<file path="config.mk">
export PLATFORM = sky130hd
export DESIGN_NAME = lrc_queue
export DESIGN_NICKNAME = d
export VERILOG_FILES = /design/src/design/lrc_pkg.sv /design/src/design/lrc_queue.sv
export SDC_FILE = /design/constraint.sdc
export NUM_CORES = 1
export LEC_CHECK = 0
export ABC_CLOCK_PERIOD_IN_PS = 3290
export BUFFER_PORTS_ARGS = -buffer_cell sky130_fd_sc_hd__buf_2
export CELL_PAD_IN_SITES_DETAIL_PLACEMENT = 0
export CELL_PAD_IN_SITES_GLOBAL_PLACEMENT = 1
export CORE_MARGIN = 2
export CORE_UTILIZATION = 54
export DETAILED_ROUTE_END_ITERATION = 6
export GPL_TIMING_DRIVEN = 0
export MAX_ROUTING_LAYER = met4
export PLACE_DENSITY = 0.81
export SYNTH_ARGS = -nofsm -noshare
export SYNTH_HDL_FRONTEND = slang
export SYNTH_SLANG_ARGS = --single-unit
</file>
<file path="constraint.sdc">
create_clock -name i_clk -period 3.29 [get_ports i_clk]
set_clock_uncertainty 0.2 [all_clocks]
set_input_delay 0.1645 -clock i_clk [delete_from_list [all_inputs] [get_ports i_clk]]
set_output_delay 0.1645 -clock i_clk [all_outputs]
set_load 0.1 [all_outputs]
</file>
<file path="src/design/lrc_pkg.sv">
// Shared types, constants and constant tables for the lidar return converter.
// No dependencies; all other design files but lrc_checker refer to it by scoped names.
package lrc_pkg;

    localparam int LASERS            = 16;
    localparam int BLOCKS_PER_PACKET = 12;
    localparam int TRIG_FRAC_BITS    = 16;

    localparam int LASER_W = $clog2(LASERS);
    localparam int RET_W   = LASER_W + 1;
    localparam int BLK_W   = $clog2(BLOCKS_PER_PACKET);
    localparam int TRIG_W  = TRIG_FRAC_BITS + 2;

    localparam int AZ_FULL    = 36000;
    localparam int AZ_HALF    = 18000;
    localparam int AZ_QUARTER = 9000;
    localparam int AZ_OCTANT  = 4500;

    localparam int FRAME_MIN_RESET = 500;
    localparam int FRAME_LIM_RESET = 200;
    localparam int FRAME_CNT_W     = 10;

    localparam int QB = 30;
    localparam longint unsigned Q_ONE  = 64'd1 << QB;
    localparam longint unsigned PI_Q30 = 64'd3373259426;
    // angle in Q30 radians = a*PI_STEP + (a*PI_REM + AZ_QUARTER) / AZ_HALF
    localparam longint unsigned PI_STEP = PI_Q30 / AZ_HALF;
    localparam longint unsigned PI_REM  = PI_Q30 % AZ_HALF;
    localparam longint unsigned RECIP_HALF = (64'd1 << 32) / AZ_HALF;
    localparam longint unsigned TRIG_HALF  = 64'd1 << (QB - TRIG_FRAC_BITS - 1);

    localparam int SIN_STEPS = 5;
    localparam int COS_STEPS = 6;
    localparam logic [7:0] SIN_DIV [SIN_STEPS] = '{8'd110, 8'd72, 8'd42, 8'd20, 8'd6};
    localparam logic [7:0] COS_DIV [COS_STEPS] =
        '{8'd132, 8'd90, 8'd56, 8'd30, 8'd12, 8'd2};
    localparam logic [31:0] SIN_RECIP [SIN_STEPS] = '{
        32'((64'd1 << 32) / 110), 32'((64'd1 << 32) / 72), 32'((64'd1 << 32) / 42),
        32'((64'd1 << 32) / 20), 32'((64'd1 << 32) / 6)};
    localparam logic [31:0] COS_RECIP [COS_STEPS] = '{
        32'((64'd1 << 32) / 132), 32'((64'd1 << 32) / 90), 32'((64'd1 << 32) / 56),
        32'((64'd1 << 32) / 30), 32'((64'd1 << 32) / 12), 32'((64'd1 << 32) / 2)};

    localparam int ELEV [LASERS] = '{
        -1500, 100, -1300, 300, -1100, 500, -900, 700,
        -700, 900, -500, 1100, -300, 1300, -100, 1500};

    localparam int QUEUE_DEPTH = 4;
    localparam int QPTR_W      = $clog2(QUEUE_DEPTH);

    localparam int CFG_IDX_W  = 1;
    localparam int CFG_DATA_W = 16;
    localparam logic [CFG_IDX_W-1:0] CFG_FRAME_MIN_POINTS     = 1'd0;
    localparam logic [CFG_IDX_W-1:0] CFG_FRAME_START_AZ_LIMIT = 1'd1;

    typedef logic signed [TRIG_W-1:0] t_trig_tab [LASERS];

    typedef struct packed {
        logic [15:0]        az;
        logic [LASER_W-1:0] laser;
        logic [15:0]        rng;
        logic [7:0]         refl;
        logic               new_frame;
        logic               last;
    } t_job;

    typedef struct packed {
        logic full;
        logic empty;
    } t_q_stat;

    typedef enum logic {F_IDLE, F_REPLAY} t_front_state;

    typedef enum logic [3:0] {
        B_IDLE, B_ANG0, B_ANG1, B_ANG2, B_ANGF, B_SQ, B_MUL, B_REC, B_FIX,
        B_FIN, B_MAP, B_PROD0, B_PROD1, B_OUT
    } t_back_state;

    // first-octant sin and cos, evaluated at elaboration only: {sin, cos}
    function automatic logic [2*TRIG_FRAC_BITS+1:0] oct_trig_c(input int unsigned a);
        longint unsigned x, x2, t, s, c;
        x  = (longint'(a) * PI_Q30 + AZ_QUARTER) / AZ_HALF;
        x2 = (x * x) >> QB;
        t  = Q_ONE;
        for (int i = 0; i < SIN_STEPS; i++) begin
            t = Q_ONE - ((x2 * t) >> QB) / SIN_DIV[i];
        end
        s = (((x * t) >> QB) + TRIG_HALF) >> (QB - TRIG_FRAC_BITS);
        t = Q_ONE;
        for (int i = 0; i < COS_STEPS; i++) begin
            t = Q_ONE - ((x2 * t) >> QB) / COS_DIV[i];
        end
        c = (t + TRIG_HALF) >> (QB - TRIG_FRAC_BITS);
        return {s[TRIG_FRAC_BITS:0], c[TRIG_FRAC_BITS:0]};
    endfunction

    function automatic t_trig_tab el_trig_tab(input bit want_sin);
        t_trig_tab tab;
        int a, q, r;
        logic [2*TRIG_FRAC_BITS+1:0] sc;
        logic signed [TRIG_W-1:0] sp, cp, sn, cs, s, c;
        for (int l = 0; l < LASERS; l++) begin
            a = (ELEV[l] < 0) ? ELEV[l] + AZ_FULL : ELEV[l];
            q = a / AZ_QUARTER;
            r = a % AZ_QUARTER;
            if (r > AZ_OCTANT) begin
                sc = oct_trig_c(AZ_QUARTER - r);
            end else begin
                sc = oct_trig_c(r);
            end
            sp = $signed({1'b0, sc[2*TRIG_FRAC_BITS+1:TRIG_FRAC_BITS+1]});
            cp = $signed({1'b0, sc[TRIG_FRAC_BITS:0]});
            sn = (r > AZ_OCTANT) ? cp : sp;
            cs = (r > AZ_OCTANT) ? sp : cp;
            case (q)
                0:       begin s = sn;  c = cs;  end
                1:       begin s = cs;  c = -sn; end
                2:       begin s = -sn; c = -cs; end
                default: begin s = -cs; c = sn;  end
            endcase
            tab[l] = want_sin ? s : c;
        end
        return tab;
    endfunction

    localparam t_trig_tab EL_SIN = el_trig_tab(1'b1);
    localparam t_trig_tab EL_COS = el_trig_tab(1'b0);

endpackage

</file>
<file path="src/design/lrc_queue.sv">
// Short job queue between the front end and the point unit.
// Depends on lrc_pkg for the job type and depth.
module lrc_queue (
    input  logic             i_clk,
    input  logic             i_rst_n,
    input  logic             i_push,
    input  lrc_pkg::t_job    i_job,
    input  logic             i_pop,
    output lrc_pkg::t_job    o_job,
    output lrc_pkg::t_q_stat o_stat
);

    lrc_pkg::t_job                r_mem [lrc_pkg::QUEUE_DEPTH];
    logic [lrc_pkg::QPTR_W-1:0]   r_wr, r_rd;
    logic [lrc_pkg::QPTR_W:0]     r_cnt;

    assign o_job        = r_mem[r_rd];
    assign o_stat.full  = (r_cnt == (lrc_pkg::QPTR_W+1)'(lrc_pkg::QUEUE_DEPTH));
    assign o_stat.empty = (r_cnt == '0);

    always_ff @(posedge i_clk) begin
        if (!i_rst_n) begin
            r_wr  <= '0;
            r_rd  <= '0;
            r_cnt <= '0;
        end else begin
            if (i_push) begin
                r_wr <= r_wr + 1'b1;
            end
            if (i_pop) begin
                r_rd <= r_rd + 1'b1;
            end
            case ({i_push, i_pop})
                2'b10:   r_cnt <= r_cnt + 1'b1;
                2'b01:   r_cnt <= r_cnt - 1'b1;
                default: ;
            endcase
        end
    end

    always_ff @(posedge i_clk) begin
        if (i_push) begin
            r_mem[r_wr] <= i_job;
        end
    end

endmodule

</file>
# Word-level counts from Yosys, hierarchy flattened
# Memories as Yosys holds them, arrays and structs flattened. A register that Yosys moved wholly into a read port is not among the register bits.
# Cells that the tools add are included.
[classes]
n_addsub = 4
n_mul = 0
div_mod_pow = 0
n_lt_le_gt_ge = 0
n_eq_ne = 3
shift = 0
mux = 5
n_bitwise = 0
reduce_logical = 2
[ops]
columns = ["cell", "n"]
rows = [
  ["3-bit one-hot mux with 2 select lines", 1],
  ["2-bit by 1-bit adder with 2-bit output, second input constant", 2],
  ["2-bit two-way mux", 2],
  ["3-bit by 1-bit adder with 3-bit output, second input constant", 1],
  ["3-bit equality test, second input constant", 1],
  ["3-bit logical NOT", 1],
  ["3-bit by 1-bit subtractor with 3-bit output, second input constant", 1],
  ["2-bit by 1-bit equality test with 1-bit output, second input constant", 1],
  ["2-bit equality test, second input constant", 1],
  ["1-bit two-way mux", 2],
  ["2-bit nonzero test", 1],
]
[word_totals]
reg_bits = 7
latch_bits = 0
ram_bits = 184
rom_bits = 0
input_bits = 50
output_inout_bits = 48
elab_cells = 18
n_memories = 1
[memory_table]
columns = ["name", "depth", "width", "read_ports", "rd_ports_with_merged_regs", "write_ports", "line", "source"]
rows = [
  ["r_mem", 4, 46, 1, 1, 1, "lrc_queue.sv:13", "lrc_pkg::t_job r_mem [lrc_pkg::QUEUE_DEPTH];"],
]

# Longest topological paths before layout
[logic_depth]
depth_word = 3
depth_mapped = 7
ltp_nobuf = 7

# Least setup slack after synthesis
# No wires, ideal clock.
[synth_path]
kind = "register to output"
start = "register r_cnt[0] in the netlist's numbering"
end = "output o_stat[0] in the netlist's numbering"
arrival_time_ns = 2.381
slack_ns = 0.544
path_stages_with_launch = 2
n_path_buf = 0
path_cell_list = "dfxtp_1 nor3_1"
[synth_lines]
columns = ["element", "line", "source"]
rows = [
  ["from (decl)", "lrc_queue.sv:15", "logic [lrc_pkg::QPTR_W:0] r_cnt;"],
  ["from (signal assigned)", "lrc_queue.sv:34", "2'b10: r_cnt <= r_cnt + 1'b1;"],
  ["from (signal assigned)", "lrc_queue.sv:35", "2'b01: r_cnt <= r_cnt - 1'b1;"],
  ["to (decl)", "lrc_queue.sv:10", "output lrc_pkg::t_q_stat o_stat"],
]

==> reports/qor.yml <==
yosysMostFrequentCell: "edfxtp_1"
nets: 511
cp-end-kind: "output port"
synthArstFlopShare_pct: 0
dr.pass1.iters: 4
yosys_register_bits: 193
p_comb_share_pct: 19.6
post_cts_buffers: 0
placed_area_sq_um: 7940
ioPinCount: 98
wl_mm: 11.9
maxSlewHeadroom_pct: 63.2
final_area_sq_um: 9050
drt_iter0_markers: 166
p_sw_share_pct: 28.3
gp_congestion: 0.666
outcome: "finished, final reports clean"
vias_per_cell: 5.27
grt_pass1_vias: 3593
wire_per_inst_um: 18.5
pwr-share-seq_pct: 45.8
antenna_found_initial: 0
drc_errors: 0
grt_first_pass_wirelength_mm: 18.8
dieHeight_um: 119
synth_warnings: 0
power.switching_mw: 1.76
fillers: 825
fin_crit_ns: 2.35
synthesis.instances: 286
core_region_area_sq_um: 13100
row_count: 42
cts_tree: "built"
numCtsBuffers: 17
clkSinkCount: 193
critical_path_arrival_ns: 1.98
ys.flop_type: "edfxtp_1"
dp_hpwl_mm: 7.14
grt_max_degree: 31
yosysTopAreaCell: "edfxtp_1"
grt_remaining_overflow: 0
grtUsageTotal_pct: 18.8
die_w_um: 119
clock_latency_ns: 0.42
p_per_area_nw_per_um2: 686
antenna_cells: 0
intPower_mw: 4.45
worstPathMaxFanout: 10
slew_violations: 0
syn_area_sq_um: 7150
htreeDepth: 4
power_frac_clock_pct: 34.6
io_buffers: 97
initial_core_util_pct: 54.6
clkTransAtPathRegs_ns: 0.06
cap_violations: 0
totalPowerFinal_mw: 6.21
ys_top_cells_by_area: "edfxtp_1, mux4_2, dfxtp_1, mux4_1, buf_12"
p_leak_nw: 3.15
drtAntennaViolNets: 0
synth_cell_types: 22
clock-root-buffer: "clkbuf_16"
tns_ns: 0
ys_seq_area_share_pct: 79.8
hold_viol_final: 0
cp-start-kind: "flop"
hold_path.class: "in -> reg"
vias: 3381
dpl_worst_slack_ns: 1.33
die_area_sq_um: 14200
finalSetupViolCount: 0
syn_avg_cell_area_sq_um: 25.0
cts_max_path_buffers: 2
critPathKind: "reg -> out"
crit_required_ns: 2.93
max_freq_mhz: 426
fin_crit_sh_pct: 71.4
synth_edf_count: 184
syn_nets: 342
grt_setup_unrepaired: "no"
setup_ws_ns: 0.942
drive_gt1_share_pct: 39.3
worstMarginPinSlew_ns: 0.553
synth_common_cells: "edfxtp_1, mux4_2, and2_1, dfxtp_1"
peakVddDrop_mv: 0.441
synth_top_area_share_pct: 77.3
syn2layout_area_growth_pct: 26.6
layer usage:
layer	share of wire [%]	track usage, %	vias up
met5	0	-	-
met4	1.8	7.22	0
met2	51	30.7	91
met3	4.5	4.89	16
li1	-	-	1535
met1	43	22.7	1739
layout by cell type, fill, tap and decap left out, types with 3 or more instances in the layout:
cell type,instances
edfxtp_1,184
buf_2,101
dlygate4sd3_1,49
mux4_2,40
clkbuf_16,17
dfxtp_1,9
buf_12,8
inv_1,6
mux4_1,6
and2_1,6
ha_1,5
bufinv_16,5
and2_2,4
xor2_1,3
clkinv_2,3
repair_timing:
item / 4_1_cts / 5_1_grt
hold buffers: 49 / 0
resized for setup: 0 / 0
endpoints found under the hold margin: 193 / 0
setup endpoints to repair: 0 / 0
through the flow:
step                      util [%]  hold WS (ns)  std cells
after floorplan                  -        0.0634        286
after global placement        60.0         0.174        559
after detailed placement      60.7         0.181        563
after CTS                     69.2         0.270        642
after global routing          69.2         0.279        642
final                         69.2         0.290        642
sequential cells by signal (all words and copies together) (netlist names), named ones only:
register,flops
r_mem,184
r_cnt,3
r_wr,2
r_rd,2
cell families after synthesis:
family / Yosys count / share of synthesized area, %
simple gates: 16 / 1.31
flops: 193 / 79.8
mux: 47 / 14.9
compound gates: 3 / 0.245
buf+inv: 16 / 1.94
xor+xnor: 5 / 0.613
fa+ha+maj: 6 / 1.15
final timing paths:
kind	from	endpoint	slack [ns]	cells after the start
min	i_job[36]	r_mem[1][36]$_DFFE_PP_	0.29	2
max	flop	o_job[30]	0.94	4
min reg2reg	r_cnt[2]$_SDFFE_PN0P_	r_cnt[2]$_SDFFE_PN0P_	0.33	2
max reg2reg	r_wr[0]$_SDFFE_PN0P_	r_mem[2][20]$_DFFE_PP_	1.36	4
worst max-delay path, stage by stage, from the launching register on:
cell	delay (ns)
dfxtp_1	0.30
clkbuf_2	0.24
buf_2	0.33
mux4_2	0.26
buf_2	0.42
power by group through the flow:
| stage | Sequential (mW) | Clock [mW] | Combinational [mW] |
|---|---|---|---|
| after floorplan | 2.89 | 0 | 0.975 |
| after detailed placement | 2.90 | 0 | 1.18 |
| after global placement | 2.90 | 0 | 1.16 |
| after global routing | 2.85 | 2.28 | 1.27 |
| final | 2.85 | 2.15 | 1.22 |
| after CTS | 2.85 | 2.19 | 1.23 |
final cells by class:
type	instances	area (sq um)	share of cell area, %
Inverter	6	22.5	0.249
Buffer	10	116	1.29
Timing Repair Buffer	150	1060	11.7
Clock inverter	11	189	2.09
Sequential cell	193	5710	63.0
Clock buffer	19	433	4.78
Multi-Input combinational cell	77	1310	14.5
Tap cell	176	220	2.43
No activity file was read; power rests on OpenSTA's default activity.
