File: config.mk
export PLATFORM = sky130hd
export DESIGN_NAME = lrc_front
export DESIGN_NICKNAME = d
export VERILOG_FILES = /design/src/design/lrc_pkg.sv /design/src/design/lrc_front.sv
export SDC_FILE = /design/constraint.sdc
export NUM_CORES = 1
export LEC_CHECK = 0
export ABC_AREA = 1
export BUFFER_PORTS_ARGS = -buffer_cell sky130_fd_sc_hd__clkbuf_2
export CAP_MARGIN = 20
export CORE_UTILIZATION = 59
export DETAILED_ROUTE_END_ITERATION = 8
export PLACE_DENSITY = 0.87
export SETUP_SLACK_MARGIN = 0.5
export SLEW_MARGIN = 40
export SYNTH_ARGS = -nofsm -noshare
export SYNTH_HDL_FRONTEND = slang
export SYNTH_SLANG_ARGS = --single-unit
File: constraint.sdc
create_clock -name i_clk -period 10.4 [get_ports i_clk]
set_input_delay 1.04 -clock i_clk [delete_from_list [all_inputs] [get_ports i_clk]]
set_output_delay 1.04 -clock i_clk [all_outputs]
set_load 0.05 [all_outputs]
File: src/design/lrc_pkg.sv
// Shared types, constants and constant tables for the lidar return converter.
// No dependencies; all other design files but lrc_checker refer to it by scoped names.
package lrc_pkg;

    localparam int LASERS            = 16;
    localparam int BLOCKS_PER_PACKET = 12;
    localparam int TRIG_FRAC_BITS    = 16;

    localparam int LASER_W = $clog2(LASERS);
    localparam int RET_W   = LASER_W + 1;
    localparam int BLK_W   = $clog2(BLOCKS_PER_PACKET);
    localparam int TRIG_W  = TRIG_FRAC_BITS + 2;

    localparam int AZ_FULL    = 36000;
    localparam int AZ_HALF    = 18000;
    localparam int AZ_QUARTER = 9000;
    localparam int AZ_OCTANT  = 4500;

    localparam int FRAME_MIN_RESET = 500;
    localparam int FRAME_LIM_RESET = 200;
    localparam int FRAME_CNT_W     = 10;

    localparam int QB = 30;
    localparam longint unsigned Q_ONE  = 64'd1 << QB;
    localparam longint unsigned PI_Q30 = 64'd3373259426;
    // angle in Q30 radians = a*PI_STEP + (a*PI_REM + AZ_QUARTER) / AZ_HALF
    localparam longint unsigned PI_STEP = PI_Q30 / AZ_HALF;
    localparam longint unsigned PI_REM  = PI_Q30 % AZ_HALF;
    localparam longint unsigned RECIP_HALF = (64'd1 << 32) / AZ_HALF;
    localparam longint unsigned TRIG_HALF  = 64'd1 << (QB - TRIG_FRAC_BITS - 1);

    localparam int SIN_STEPS = 5;
    localparam int COS_STEPS = 6;
    localparam logic [7:0] SIN_DIV [SIN_STEPS] = '{8'd110, 8'd72, 8'd42, 8'd20, 8'd6};
    localparam logic [7:0] COS_DIV [COS_STEPS] =
        '{8'd132, 8'd90, 8'd56, 8'd30, 8'd12, 8'd2};
    localparam logic [31:0] SIN_RECIP [SIN_STEPS] = '{
        32'((64'd1 << 32) / 110), 32'((64'd1 << 32) / 72), 32'((64'd1 << 32) / 42),
        32'((64'd1 << 32) / 20), 32'((64'd1 << 32) / 6)};
    localparam logic [31:0] COS_RECIP [COS_STEPS] = '{
        32'((64'd1 << 32) / 132), 32'((64'd1 << 32) / 90), 32'((64'd1 << 32) / 56),
        32'((64'd1 << 32) / 30), 32'((64'd1 << 32) / 12), 32'((64'd1 << 32) / 2)};

    localparam int ELEV [LASERS] = '{
        -1500, 100, -1300, 300, -1100, 500, -900, 700,
        -700, 900, -500, 1100, -300, 1300, -100, 1500};

    localparam int QUEUE_DEPTH = 4;
    localparam int QPTR_W      = $clog2(QUEUE_DEPTH);

    localparam int CFG_IDX_W  = 1;
    localparam int CFG_DATA_W = 16;
    localparam logic [CFG_IDX_W-1:0] CFG_FRAME_MIN_POINTS     = 1'd0;
    localparam logic [CFG_IDX_W-1:0] CFG_FRAME_START_AZ_LIMIT = 1'd1;

    typedef logic signed [TRIG_W-1:0] t_trig_tab [LASERS];

    typedef struct packed {
        logic [15:0]        az;
        logic [LASER_W-1:0] laser;
        logic [15:0]        rng;
        logic [7:0]         refl;
        logic               new_frame;
        logic               last;
    } t_job;

    typedef struct packed {
        logic full;
        logic empty;
    } t_q_stat;

    typedef enum logic {F_IDLE, F_REPLAY} t_front_state;

    typedef enum logic [3:0] {
        B_IDLE, B_ANG0, B_ANG1, B_ANG2, B_ANGF, B_SQ, B_MUL, B_REC, B_FIX,
        B_FIN, B_MAP, B_PROD0, B_PROD1, B_OUT
    } t_back_state;

    // first-octant sin and cos, evaluated at elaboration only: {sin, cos}
    function automatic logic [2*TRIG_FRAC_BITS+1:0] oct_trig_c(input int unsigned a);
        longint unsigned x, x2, t, s, c;
        x  = (longint'(a) * PI_Q30 + AZ_QUARTER) / AZ_HALF;
        x2 = (x * x) >> QB;
        t  = Q_ONE;
        for (int i = 0; i < SIN_STEPS; i++) begin
            t = Q_ONE - ((x2 * t) >> QB) / SIN_DIV[i];
        end
        s = (((x * t) >> QB) + TRIG_HALF) >> (QB - TRIG_FRAC_BITS);
        t = Q_ONE;
        for (int i = 0; i < COS_STEPS; i++) begin
            t = Q_ONE - ((x2 * t) >> QB) / COS_DIV[i];
        end
        c = (t + TRIG_HALF) >> (QB - TRIG_FRAC_BITS);
        return {s[TRIG_FRAC_BITS:0], c[TRIG_FRAC_BITS:0]};
    endfunction

    function automatic t_trig_tab el_trig_tab(input bit want_sin);
        t_trig_tab tab;
        int a, q, r;
        logic [2*TRIG_FRAC_BITS+1:0] sc;
        logic signed [TRIG_W-1:0] sp, cp, sn, cs, s, c;
        for (int l = 0; l < LASERS; l++) begin
            a = (ELEV[l] < 0) ? ELEV[l] + AZ_FULL : ELEV[l];
            q = a / AZ_QUARTER;
            r = a % AZ_QUARTER;
            if (r > AZ_OCTANT) begin
                sc = oct_trig_c(AZ_QUARTER - r);
            end else begin
                sc = oct_trig_c(r);
            end
            sp = $signed({1'b0, sc[2*TRIG_FRAC_BITS+1:TRIG_FRAC_BITS+1]});
            cp = $signed({1'b0, sc[TRIG_FRAC_BITS:0]});
            sn = (r > AZ_OCTANT) ? cp : sp;
            cs = (r > AZ_OCTANT) ? sp : cp;
            case (q)
                0:       begin s = sn;  c = cs;  end
                1:       begin s = cs;  c = -sn; end
                2:       begin s = -sn; c = -cs; end
                default: begin s = -cs; c = sn;  end
            endcase
            tab[l] = want_sin ? s : c;
        end
        return tab;
    endfunction

    localparam t_trig_tab EL_SIN = el_trig_tab(1'b1);
    localparam t_trig_tab EL_COS = el_trig_tab(1'b0);

endpackage

File: src/design/lrc_front.sv
// Front end: accepts returns, tracks block/return counters and frames,
// buffers the second half of each block but a packet's last and issues point jobs. Uses lrc_pkg.
module lrc_front (
    input  logic                           i_clk,
    input  logic                           i_rst_n,
    input  logic                           i_valid,
    output logic                           o_stall,
    input  logic                           i_first_in_packet,
    input  logic [15:0]                    i_azimuth,
    input  logic [15:0]                    i_distance,
    input  logic [7:0]                     i_reflectivity,
    input  logic                           i_cfg_valid,
    output logic                           o_cfg_ready,
    input  logic [lrc_pkg::CFG_IDX_W-1:0]  i_cfg_index,
    input  logic [lrc_pkg::CFG_DATA_W-1:0] i_cfg_data,
    input  lrc_pkg::t_q_stat               i_q_stat,
    output logic                           o_push,
    output lrc_pkg::t_job                  o_job
);

    lrc_pkg::t_front_state r_state, n_state;

    logic [lrc_pkg::FRAME_CNT_W-1:0] r_cfg_min;
    logic [15:0]                     r_cfg_lim;
    logic [15:0]                     r_prev_az, r_prev_mid, r_last_half;
    logic [lrc_pkg::BLK_W-1:0]       r_blk;
    logic [lrc_pkg::RET_W-1:0]       r_ret;
    logic [lrc_pkg::FRAME_CNT_W-1:0] r_frame_cnt;
    logic                            r_any_open;
    logic [lrc_pkg::RET_W-1:0]       r_rp_idx;
    logic [15:0]                     r_hold_dist;
    logic [7:0]                      r_hold_refl;
    logic                            r_mid_nf, r_fin_nf;
    logic [23:0]                     r_buf [lrc_pkg::LASERS];

    logic                            accept;
    logic [15:0]                     az_c;
    logic [lrc_pkg::BLK_W-1:0]       blk_c, blk_nx;
    logic [lrc_pkg::RET_W-1:0]       ret_c, ret_nx;
    logic [16:0]                     mid_sum;
    logic [15:0]                     mid_half, mid_c;
    logic signed [17:0]              ext_raw, ext_fix;
    logic [15:0]                     ext_c;
    logic                            last_blk;
    logic                            nf_b0;

    assign o_cfg_ready = 1'b1;
    assign o_stall     = (r_state != lrc_pkg::F_IDLE) || i_q_stat.full;
    assign accept      = i_valid && !o_stall;

    always_comb begin
        az_c  = (i_azimuth >= 16'(lrc_pkg::AZ_FULL)) ?
                16'(i_azimuth - 16'(lrc_pkg::AZ_FULL)) : i_azimuth;
        blk_c = i_first_in_packet ? '0 : r_blk;
        ret_c = i_first_in_packet ? '0 : r_ret;
        last_blk = (blk_c == lrc_pkg::BLK_W'(lrc_pkg::BLOCKS_PER_PACKET - 1));

        // modular midpoint of the previous block azimuth and this one
        mid_sum  = 17'(r_prev_az) + 17'(az_c) +
                   ((az_c < r_prev_az) ? 17'(lrc_pkg::AZ_FULL) : 17'd0);
        mid_half = mid_sum[16:1];
        mid_c    = (mid_half >= 16'(lrc_pkg::AZ_FULL)) ?
                   16'(mid_half - 16'(lrc_pkg::AZ_FULL)) : mid_half;

        // extrapolate the last half block, wrapped into one turn
        ext_raw = $signed({1'b0, r_prev_az, 1'b0}) - $signed({2'b00, r_prev_mid});
        if (ext_raw < 0) begin
            ext_fix = ext_raw + 18'sd36000;
        end else if (ext_raw >= 18'sd36000) begin
            ext_fix = ext_raw - 18'sd36000;
        end else begin
            ext_fix = ext_raw;
        end
        ext_c = ext_fix[15:0];

        nf_b0 = !r_any_open ||
                ((r_frame_cnt > r_cfg_min) && (az_c < r_cfg_lim));

        ret_nx = ret_c + 1'b1;
        blk_nx = blk_c;
        if (ret_nx == '0) begin
            blk_nx = (blk_c == lrc_pkg::BLK_W'(lrc_pkg::BLOCKS_PER_PACKET - 1)) ?
                     '0 : blk_c + 1'b1;
        end
    end

    // job issue and next state
    always_comb begin
        n_state = r_state;
        o_push  = 1'b0;
        o_job   = '{az: r_prev_az, laser: ret_c[lrc_pkg::LASER_W-1:0],
                    rng: i_distance, refl: i_reflectivity, new_frame: 1'b0, last: 1'b1};
        case (r_state)
            lrc_pkg::F_IDLE: begin
                if (accept) begin
                    if (ret_c == '0) begin
                        if (blk_c == '0) begin
                            o_push          = 1'b1;
                            o_job.az        = az_c;
                            o_job.new_frame = nf_b0;
                        end else begin
                            n_state = lrc_pkg::F_REPLAY;
                        end
                    end else if (ret_c < lrc_pkg::RET_W'(lrc_pkg::LASERS)) begin
                        o_push = 1'b1;
                    end else if (last_blk) begin
                        o_push = 1'b1;
                        if (ret_c == lrc_pkg::RET_W'(lrc_pkg::LASERS)) begin
                            o_job.az        = ext_c;
                            o_job.new_frame = ext_c < r_prev_az;
                        end else begin
                            o_job.az = r_last_half;
                        end
                    end
                end
            end
            lrc_pkg::F_REPLAY: begin
                if (!i_q_stat.full) begin
                    o_push = 1'b1;
                    if (r_rp_idx == lrc_pkg::RET_W'(lrc_pkg::LASERS)) begin
                        o_job = '{az: r_prev_az, laser: '0, rng: r_hold_dist,
                                  refl: r_hold_refl, new_frame: r_fin_nf, last: 1'b1};
                        n_state = lrc_pkg::F_IDLE;
                    end else begin
                        o_job = '{az: r_prev_mid,
                                  laser: r_rp_idx[lrc_pkg::LASER_W-1:0],
                                  rng: r_buf[r_rp_idx[lrc_pkg::LASER_W-1:0]][15:0],
                                  refl: r_buf[r_rp_idx[lrc_pkg::LASER_W-1:0]][23:16],
                                  new_frame: (r_rp_idx == '0) && r_mid_nf, last: 1'b0};
                    end
                end
            end
            default: n_state = lrc_pkg::F_IDLE;
        endcase
    end

    always_ff @(posedge i_clk) begin
        if (!i_rst_n) begin
            r_state <= lrc_pkg::F_IDLE;
        end else begin
            r_state <= n_state;
        end
    end

    // control state
    always_ff @(posedge i_clk) begin
        if (!i_rst_n) begin
            r_cfg_min   <= lrc_pkg::FRAME_CNT_W'(lrc_pkg::FRAME_MIN_RESET);
            r_cfg_lim   <= 16'(lrc_pkg::FRAME_LIM_RESET);
            r_prev_az   <= '0;
            r_prev_mid  <= '0;
            r_last_half <= '0;
            r_blk       <= '0;
            r_ret       <= '0;
            r_frame_cnt <= '0;
            r_any_open  <= 1'b0;
            r_rp_idx    <= '0;
        end else begin
            if (i_cfg_valid && o_cfg_ready) begin
                case (i_cfg_index)
                    lrc_pkg::CFG_FRAME_MIN_POINTS:
                        r_cfg_min <= i_cfg_data[lrc_pkg::FRAME_CNT_W-1:0];
                    lrc_pkg::CFG_FRAME_START_AZ_LIMIT:
                        r_cfg_lim <= i_cfg_data;
                    default: ;
                endcase
            end
            if (accept) begin
                r_ret <= ret_nx;
                r_blk <= blk_nx;
                if (ret_c == '0) begin
                    r_prev_az <= az_c;
                    if (blk_c != '0) begin
                        r_prev_mid <= mid_c;
                    end
                end
                if (last_blk && ret_c == lrc_pkg::RET_W'(lrc_pkg::LASERS)) begin
                    r_last_half <= ext_c;
                end
                r_rp_idx <= '0;
            end else if (r_state == lrc_pkg::F_REPLAY && o_push) begin
                r_rp_idx <= r_rp_idx + 1'b1;
            end
            if (o_push) begin
                if (o_job.new_frame) begin
                    r_frame_cnt <= lrc_pkg::FRAME_CNT_W'(1);
                    r_any_open  <= 1'b1;
                end else if (r_frame_cnt != '1) begin
                    r_frame_cnt <= r_frame_cnt + 1'b1;
                end
            end
        end
    end

    // payload: held final return and the half-block buffer
    always_ff @(posedge i_clk) begin
        if (accept && ret_c == '0 && blk_c != '0) begin
            r_hold_dist <= i_distance;
            r_hold_refl <= i_reflectivity;
            r_mid_nf    <= mid_c < r_prev_az;
            r_fin_nf    <= az_c < mid_c;
        end
        if (accept && ret_c[lrc_pkg::LASER_W] && !last_blk) begin
            r_buf[ret_c[lrc_pkg::LASER_W-1:0]] <= {i_reflectivity, i_distance};
        end
    end

endmodule

* After elaboration in Yosys (flattened, before gate mapping)
Memory sizes are Yosys's and may differ from the RTL's. A register that Yosys moved wholly into a read port is not among the register bits.
Index checks and enable logic that the tools add are counted.
** Storage, ports and cells
- Bits in registers :: 126
- RAM bits :: 384
- Bits of input ports :: 64
- Output and inout port bits :: 49
- Word-level logic and storage cells :: 119
- Memories :: 1
** Memories
- r_buf :: depth 16, bits a word 24, rd ports 1, clocked after memory_dff 1, write ports 1, line lrc_front.sv:34 : logic [23:0] r_buf [lrc_pkg::LASERS];
** Operators by class
- $add $sub $neg :: 11
- Magnitude comparators :: 11
- Equality and inequality tests :: 4
- Muxes and demuxes :: 46
- Bitwise gates (word level) :: 3
- Reduce and logical (&&, ||, !) cells :: 28
** Operators by type and width (number)
- 16-bit two-way mux :: 11
- 46-bit two-way mux :: 2
- 16-bit < comparator :: 5
- 16-bit subtractor (second input constant) :: 3
- 16-bit >= comparator (second input constant) :: 2
- 16-bit case mux with 2 select lines :: 1
- 28-bit two-way mux :: 1
- 1-bit two-way mux :: 20
- 10-bit two-way mux :: 2
- 4-bit two-way mux :: 5
- 18-bit by 17-bit >= comparator with 1-bit output (second input constant) :: 1
- 18-bit by 1-bit < comparator with 1-bit output (second input constant) :: 1
- 17-bit by 16-bit subtractor with 18-bit output :: 1
- 16-bit by 16-bit adder with 17-bit output :: 1
- 17-bit by 16-bit adder with 17-bit output :: 1
- 16-bit adder (second input constant) :: 1
- 5-bit zero test :: 3
- 2-bit AND reduction :: 6
- 10-bit by 1-bit adder with 10-bit output (second input constant) :: 1
- 5-bit by 1-bit adder with 5-bit output (second input constant) :: 2
- 5-bit equality test (second input constant) :: 2
- 10-bit > comparator :: 1
- 10-bit inequality test (second input constant) :: 1
- 1-bit logical AND :: 9
- 13 further kinds :: 20

* Depth between registers and ports, before layout
Gate-level depths: netlist of the first run.
- Word-level depth :: 13
- Depth in mapped cells :: 48
- Depth with buffers taken out :: 47

* Worst setup path after synthesis of the first run
Ideal clock, no wire load.
- Path kind :: input port to flip-flop
- Start :: input i_azimuth[5]
- End :: register r_mid_nf (data pin)
- Library setup time :: 207 ps
- Arrival time :: 6779 ps
- Path slack :: 3414 ps
- Stages on the path :: 41
- Buffers on the path :: 1
- Cells stage by stage :: inv_2 > a21oi_1 > nand3b_1 > nand3_1 > nand2_1 > nand2_2 > nor2_1 > xor2_1 > inv_1 > ha_1 > inv_1 > nor2_1 > a221oi_1 > nand2_1 > a21oi_1 > nor3_1 > a211oi_1 > o211ai_1 > (+5 left out) > a21oi_1 > nand3_1 > nand2_1 > nand2_2 > nor2_4 > nand3_2 > nand3_4 > nand2_4 > buf_6 > nor2_1 > xor2_1 > inv_1 > ha_1 > a21oi_1 > o221ai_1 > a21oi_1 > nor2_1 > a2111oi_0
** Between the ends
- Cells in the longest elaborated chain, start to end :: 8
- Elaborated cells between the ends (all ways) :: 11
- Classes of those cells :: add/sub (4); order compare (4); mux (3)
** RTL lines
- start, declared :: line lrc_front.sv:9 : input logic [15:0] i_azimuth,
- 16-bit subtractor or 16-bit >= comparator (tied branches) :: line lrc_front.sv:53, lrc_front.sv:52
- 16-bit two-way mux * :: line lrc_front.sv:52 : az_c = (i_azimuth >= 16'(lrc_pkg::AZ_FULL)) ?
- net az_c[7] :: line lrc_front.sv:37 : logic [15:0] az_c;
- 16-bit < comparator :: line lrc_front.sv:60 : ((az_c < r_prev_az) ? 17'(lrc_pkg::AZ_FULL) : 17'd0);
- 16-bit two-way mux :: line lrc_front.sv:60
- 17-bit by 16-bit adder with 17-bit output * :: line lrc_front.sv:59 : mid_sum = 17'(r_prev_az) + 17'(az_c) +
- 16-bit subtractor or 16-bit >= comparator (tied branches) :: line lrc_front.sv:63, lrc_front.sv:62
- 16-bit two-way mux * :: line lrc_front.sv:62 : mid_c = (mid_half >= 16'(lrc_pkg::AZ_FULL)) ?
- net mid_c[7] :: line lrc_front.sv:41 : logic [15:0] mid_half, mid_c;
- 16-bit < comparator * :: line lrc_front.sv:200 : r_mid_nf <= mid_c < r_prev_az;
- end signal, assigned :: line lrc_front.sv:200
- end, declared :: line lrc_front.sv:33 : logic r_mid_nf, r_fin_nf;
Mark *: on every way through the listed nets, which the timed path passes. The rest lies on a longest branch.
A chain may end at the register's enable or synchronous reset.

* Final worst setup path of the first run
Same ends and word-level chain as after synthesis.

==> results.yml, run 1 <==
grt:
  grt_pass1_vias: 21400
  grt_pass1_wl_um: 116000
  grt_max_degree: 116
  grt_overflow: 0
  grt_usage_pct: 32.0
  antenna_found_initial: 2
synthesis:
  async_reset_ff_share_pct: 0
  synth_nets: 3074
  postSynthAreaPerCell_sq_um: 9.48
  synth_top_area_share_pct: 45.3
  ys_seq_elements: 514
  synth.distinct_cells: 54
  yosys.area.top_type: "edfxtp_1"
  yosys.cell_count.top_type: "nand2_1"
  netlist_area_sq_um: 27200
  synth_commonest_cells: "nand2_1, edfxtp_1, inv_1, o21ai_0, a21oi_1"
  synth-warning-count: 0
  synthFlopType: "edfxtp_1"
  netlist_instances: 2866
  ys_seq_area_share_pct: 53.0
  synth_edf_count: 410
  ys_top_cells_by_area: "edfxtp_1, dfxtp_1, ha_1, o21ai_0, nand2_1"
timing:
  relSlewSlack_pct: 40.8
  finClkSkew_ns: 0.0257
  period_share_pct: 82.1
  fin_setup_tns_ns: 0
  period_minus_slack_ns: 8.54
  worst_pin_slew_ns: 0.883
  setup_violations: 0
  slew_viol_final: 0
  hold_slack_ns: 0.465
  rsz0062_at_grt: "false"
  finalHoldViolCount: 0
  max_freq_mhz: 117
detailed_routing:
  vias_per_cell: 6.23
  route.detailed.drc: 0
  first_iter_violations: 2697
  vias: 22300
  antenna_left: 0
  wirelength_um: 75800
  wl_per_cell_um: 21.2
  drt-pass1-iter-count: 7
critical_path:
  worstRegToRegCells: 36
  r2r_end: "r_mid_nf$_DFFE_PP_"
  crit_path_end_kind: "flip-flop"
  cpMaxStageDelayCell: "a2111oi_1"
  critPathRequiredTime_ns: 10.68
  worst_path_most_repeated_cell: "nand2_1"
  rrSetupSlack_ns: 3.23
  worst-setup-path-type: "in2reg"
  arrival_ns: 8.81
  r2r-start: "r_prev_az[1]$_SDFFE_PN0P_"
  cp_max_fo: 12
  max_stage_delay_ns: 0.69
  cp-start-kind: "input port"
run:
  drv_cap: 0
floorplanning:
  row_count: 78
  core_region_area_sq_um: 45400
  die-area_sq_um: 46900
  fp.dieH_um: 217
  start_util_pct: 59.8
  die_w_um: 217
  ios: 113
clock_network:
  holdBufCountCts: 0
  ctsResizeCount: 0
  cts_sinks: 514
  cts_tree: "yes"
  htree_num_levels: 2
  cts.clk_slew.worst_paths_ns: 0.07
  cts_max_path_buffers: 3
  postCtsSetupBuffers: 0
  cts_buffers: 50
  cts_root_buf: "clkbuf_16"
  clk_latency_ns: 0.61
finish:
  fillerInstances: 3199
  syn_to_final_growth_pct: 11.8
  layout-drive-gt1-share_pct: 10.7
  nets: 3151
power_and_ir_drop:
  power_mw: 5.39
  p_comb_share_pct: 21.5
  switching_share_pct: 29.8
  leakagePower_nw: 12.2
  power.internal_mw: 3.79
  power.net_switching_mw: 1.61
  pwr-share-clk_pct: 37.0
  seqPwrFrac_pct: 41.6
  power_density_nw_per_um2: 178
  vdd_ir_drop_max_v: 0.000138
placed_design:
  io_buffers: 110
  dpl.hpwl_um: 48100
  place_congestion: 0.935
status:
  outcome: "completed"
worst_hold_path:
  holdPathStages: 2
  hp-class: "reg2reg"
  min_to: "r_cfg_min[3]$_SDFFE_PN0P_"
  hp-start: "r_cfg_min[3]$_SDFFE_PN0P_"
-- cell type report --
| class | instances | area, sq um | share of cell area (%) |
|---|---|---|---|
| Multi-Input combinational cell | 1816 | 10800 | 35.7 |
| Timing Repair Buffer | 147 | 1000 | 3.30 |
| Sequential cell | 514 | 14400 | 47.4 |
| Clock inverter | 27 | 432 | 1.42 |
| Tap cell | 600 | 751 | 2.47 |
| Antenna cell | 2 | 5.00 | 0.0165 |
| Inverter | 414 | 1560 | 5.13 |
| Clock buffer | 65 | 1380 | 4.54 |
-- layout by cell type (no fill, tap or decap), types with 11 or more instances in the layout --
cell / n
xor2_1: 25
o211ai_1: 44
inv_1: 404
dfxtp_1: 100
o21ai_0: 340
nor2_1: 95
nand2_2: 20
nand4_1: 60
ha_1: 137
nand3_2: 11
clkbuf_2: 110
clkbuf_16: 51
mux2i_1: 96
clkinv_2: 13
nor2_2: 16
o22ai_1: 28
nor3_1: 18
nand3_1: 124
nor2_4: 13
buf_4: 22
edfxtp_1: 410
nand2_1: 425
a21oi_1: 268
-- per-stage QoR --
stage / cell area, sq um / worst slack, ns / util [%] / instances
final: 30400 / 1.86 / 66.9 / 3585
after global placement: 28300 / 1.44 / 62.3 / 3478
after detailed placement: 28500 / 1.37 / 62.9 / 3491
after floorplan: 27200 / 3.41 / - / 2866
after CTS: 30400 / 2.01 / 66.9 / 3583
after global routing: 30400 / 1.59 / 66.9 / 3584
-- worst max-delay path by stage --
stage,end,from,cells past startpoint
after detailed placement,r_mid_nf$_DFFE_PP_,i_azimuth[5],41
after global routing,r_mid_nf$_DFFE_PP_,i_azimuth[5],43
after global placement,r_mid_nf$_DFFE_PP_,i_azimuth[5],41
after CTS,r_mid_nf$_DFFE_PP_,i_azimuth[5],41
final,r_mid_nf$_DFFE_PP_,i_azimuth[5],43
after floorplan,r_mid_nf$_DFFE_PP_,i_azimuth[5],41
-- power groups by stage --
stage               sequential (mW)  combinational, mW  clock, mW
floorplan                      2.28              0.847          0
global placement               2.28               1.07          0
detailed placement             2.28               1.13          0
CTS                            2.24               1.13       2.00
global route                   2.24               1.29       2.08
finish                         2.24               1.16       1.99
-- registers in the layout (all words and copies together), names as in the netlist, 4 cells and up, named ones only --
name and count:
r_prev_az 16, r_blk 4, r_prev_mid 16, r_buf 384, r_last_half 16, r_ret 5
r_cfg_lim 16, r_frame_cnt 10, r_hold_refl 8, r_cfg_min 10, r_hold_dist 16, r_rp_idx 5
-- kinds of logic (layout without fill, tap and decap cells) --
family          count (synthesis)  after routing  share of synthesized area (%)
simple gates                  812            812                           13.5
buf+inv                       536            653                           7.51
other cells                     1              3                         0.0138
flops                         514            514                           53.0
fa+ha+maj                     144            144                           6.83
compound gates                730            730                           14.5
mux                            96             96                           3.54
xor+xnor                       33             33                           1.09
-- routing by layer --
layer	vias to the layer above	routed length (um)	GRT usage [%]	part of all wire, %
li1	10100	-	-	-
met4	0	3420	13.9	4.5
met1	10400	28500	41.9	38
met3	272	8380	5.81	11
met2	1532	35500	52.1	47
met5	-	0	0	0
-- worst max-delay path, delay by kind of cell --
family | cells | cell delay (ns)
AOI/OAI and AO/OA | 9 | 2.43
xor gates and xnor gates | 2 | 0.81
adders and majority gates | 4 | 1.58
buffers and inverters | 7 | 0.59
and+or+nand+nor | 21 | 2.35
No activity file was read; power rests on OpenSTA's default activity.
==> run 2, diff against run 1 <==
Settings changed: CORE_UTILIZATION 59 to 56, PLACE_DENSITY 0.87 to 0.86.
Clock period 10.4 ns to 7.1 ns, I/O delays scaled along.
==> run 2 against run 1 <==
Die area increased by 5.3%. Critical endpoint is now r_fin_nf$_DFFE_PP_. Sequential power grew 47%. Non-clock buffer count grew 55. Combinational power increased by 69%. Highest routed layer is now met5.
==> results.yml, run 2 (same netlist as run 1, synthesis figures left out) <==
timing:
  period_share_pct: 89.6
  relSlewSlack_pct: 47.9
  finClkSkew_ns: 0.0264
  slew_viol_final: 0
  worst_pin_slew_ns: 0.782
  period_minus_slack_ns: 6.36
  setup_violations: 0
  finalHoldViolCount: 0
  fin_setup_tns_ns: 0
  rsz0062_at_grt: "true"
  max_freq_mhz: 157
power_and_ir_drop:
  pwr-share-clk_pct: 33.4
  power_density_nw_per_um2: 256
  power.net_switching_mw: 2.39
  switching_share_pct: 30.4
  p_comb_share_pct: 24.9
  leakagePower_nw: 12.4
  vdd_ir_drop_max_v: 0.000157
  power.internal_mw: 5.48
  seqPwrFrac_pct: 41.7
detailed_routing:
  drt-pass1-iter-count: 6
  first_iter_violations: 2679
  antenna_left: 0
  wl_per_cell_um: 20.8
  wirelength_um: 76100
  route.detailed.drc: 0
  vias_per_cell: 6.15
  vias: 22500
critical_path:
  cp_max_fo: 5
  arrival_ns: 6.70
  worst-setup-path-type: "in2reg"
  critPathRequiredTime_ns: 7.44
  cpMaxStageDelayCell: "fa_1"
  max_stage_delay_ns: 0.55
  cp-start-kind: "input port"
  crit_path_end_kind: "flip-flop"
  worst_path_most_repeated_cell: "buf_4"
floorplanning:
  die-area_sq_um: 49400
  start_util_pct: 56.9
  core_region_area_sq_um: 47700
  fp.dieH_um: 222
  die_w_um: 222
  ios: 113
  row_count: 80
grt:
  grt_pass1_wl_um: 115000
  grt_max_degree: 94
  grt_pass1_vias: 21700
  antenna_found_initial: 2
  grt_usage_pct: 30.0
  grt_overflow: 0
placed_design:
  io_buffers: 110
  place_congestion: 0.988
  place_inst: 3553
  dpl.hpwl_um: 48200
finish:
  instances_no_fill: 3657
  nets: 3207
  layout-drive-gt1-share_pct: 13.6
  layout_common_cells: "nand2_1, edfxtp_1, inv_1"
  largest_reg_flops: 384
  syn_to_final_growth_pct: 13.3
  fillerInstances: 3446
clock_network:
  clk_latency_ns: 0.60
  cts_root_buf: "clkbuf_16"
  cts.clk_slew.worst_paths_ns: 0.06
  cts_tree: "yes"
  cts_buffers: 51
  htree_num_levels: 2
  cts_sinks: 514
  cts_max_path_buffers: 3
worst_hold_path:
  hp-class: "in2reg"
status:
  outcome: "completed"
run:
  drv_cap: 0
-- run 2: cell types whose count changed in the layout (fill, tap and decap cells not counted), sizes merged --
| cell | change |
|---|---|
| clkbuf | +4 |
| clkinv | +4 |
| diode | -1 |
| clkinvlp | +3 |
| bufinv | -7 |
| inv | -2 |
| buf | +56 |
-- run 2: repair_timing --
item,in CTS,in global routing
resized for setup,2,48
buffers inserted,0,7
pin swaps,0,30
endpoints found under the setup margin,1,3
hold buffers,0,0
gates cloned,0,0
endpoints found under the hold margin,0,0
-- run 2: critical path: cells and delay by family --
kind	cells	cell delay, ns
and+or+nand+nor	21	2.11
adders and majority gates	4	1.42
buffers and inverters	11	1.20
AOI/OAI and AO/OA	5	0.75
xor gates and xnor gates	2	0.49
-- run 2: area by class of cell --
cell class | instances | area, sq um | share of cell area [%]
Sequential cell | 514 | 14400 | 46.8
Multi-Input combinational cell | 1816 | 11100 | 36.1
Inverter | 414 | 1560 | 5.06
Clock buffer | 70 | 1400 | 4.54
Timing Repair Buffer | 202 | 1310 | 4.26
Tap cell | 615 | 769 | 2.50
Clock inverter | 25 | 223 | 0.724
Antenna cell | 1 | 2.50 | 0.00813
-- run 2: power groups by stage --
stage / Combinational [mW] / Clock [mW] / Sequential, mW
2_1_floorplan: 1.28 / 0 / 3.34
3_3_place_gp: 1.76 / 0 / 3.35
3_5_place_dp: 1.83 / 0 / 3.35
4_1_cts: 1.84 / 2.64 / 3.29
5_1_grt: 2.18 / 2.75 / 3.29
6_report: 1.96 / 2.63 / 3.29
-- run 2: path summary, 6_finish.rpt --
check                                          startpoint                         to  slack (ns)  depth (start not counted)
worst max-delay path                         i_azimuth[5]         r_fin_nf$_DFFE_PP_        0.74                         43
worst min-delay path                        i_cfg_data[2]  r_cfg_min[2]$_SDFFE_PN1P_        0.38                          3
worst max register to register  r_prev_az[1]$_SDFFE_PN0P_         r_fin_nf$_DFFE_PP_        1.11                         38
worst min register to register  r_cfg_lim[1]$_SDFFE_PN0P_  r_cfg_lim[1]$_SDFFE_PN0P_        0.46                          2
-- run 2: stage by stage --
step / total power [mW] / hold slack, ns / util (%) / worst slack, ns / cell area (sq um)
3_5_place_dp: 5.18 / 0.451 / 60.5 / -0.103 / 28900
4_1_cts: 7.77 / 0.361 / 63.9 / 0.504 / 30500
6_report: 7.87 / 0.376 / 64.5 / 0.737 / 30800
3_3_place_gp: 5.10 / 0.447 / 60.3 / 0.00303 / 28800
2_1_floorplan: 4.62 / 0.430 / - / 0.503 / 27300
5_1_grt: 8.21 / 0.380 / 64.5 / 0.418 / 30800
-- run 2: metal layers --
layer / vias up / wire, um / GRT usage [%]
met1: 10600 / 28500 / 38.1
met3: 256 / 8080 / 5.53
met4: 2 / 3490 / 14.7
met5: - / 11 / 0
met2: 1422 / 36000 / 49.4
li1: 10200 / - / -
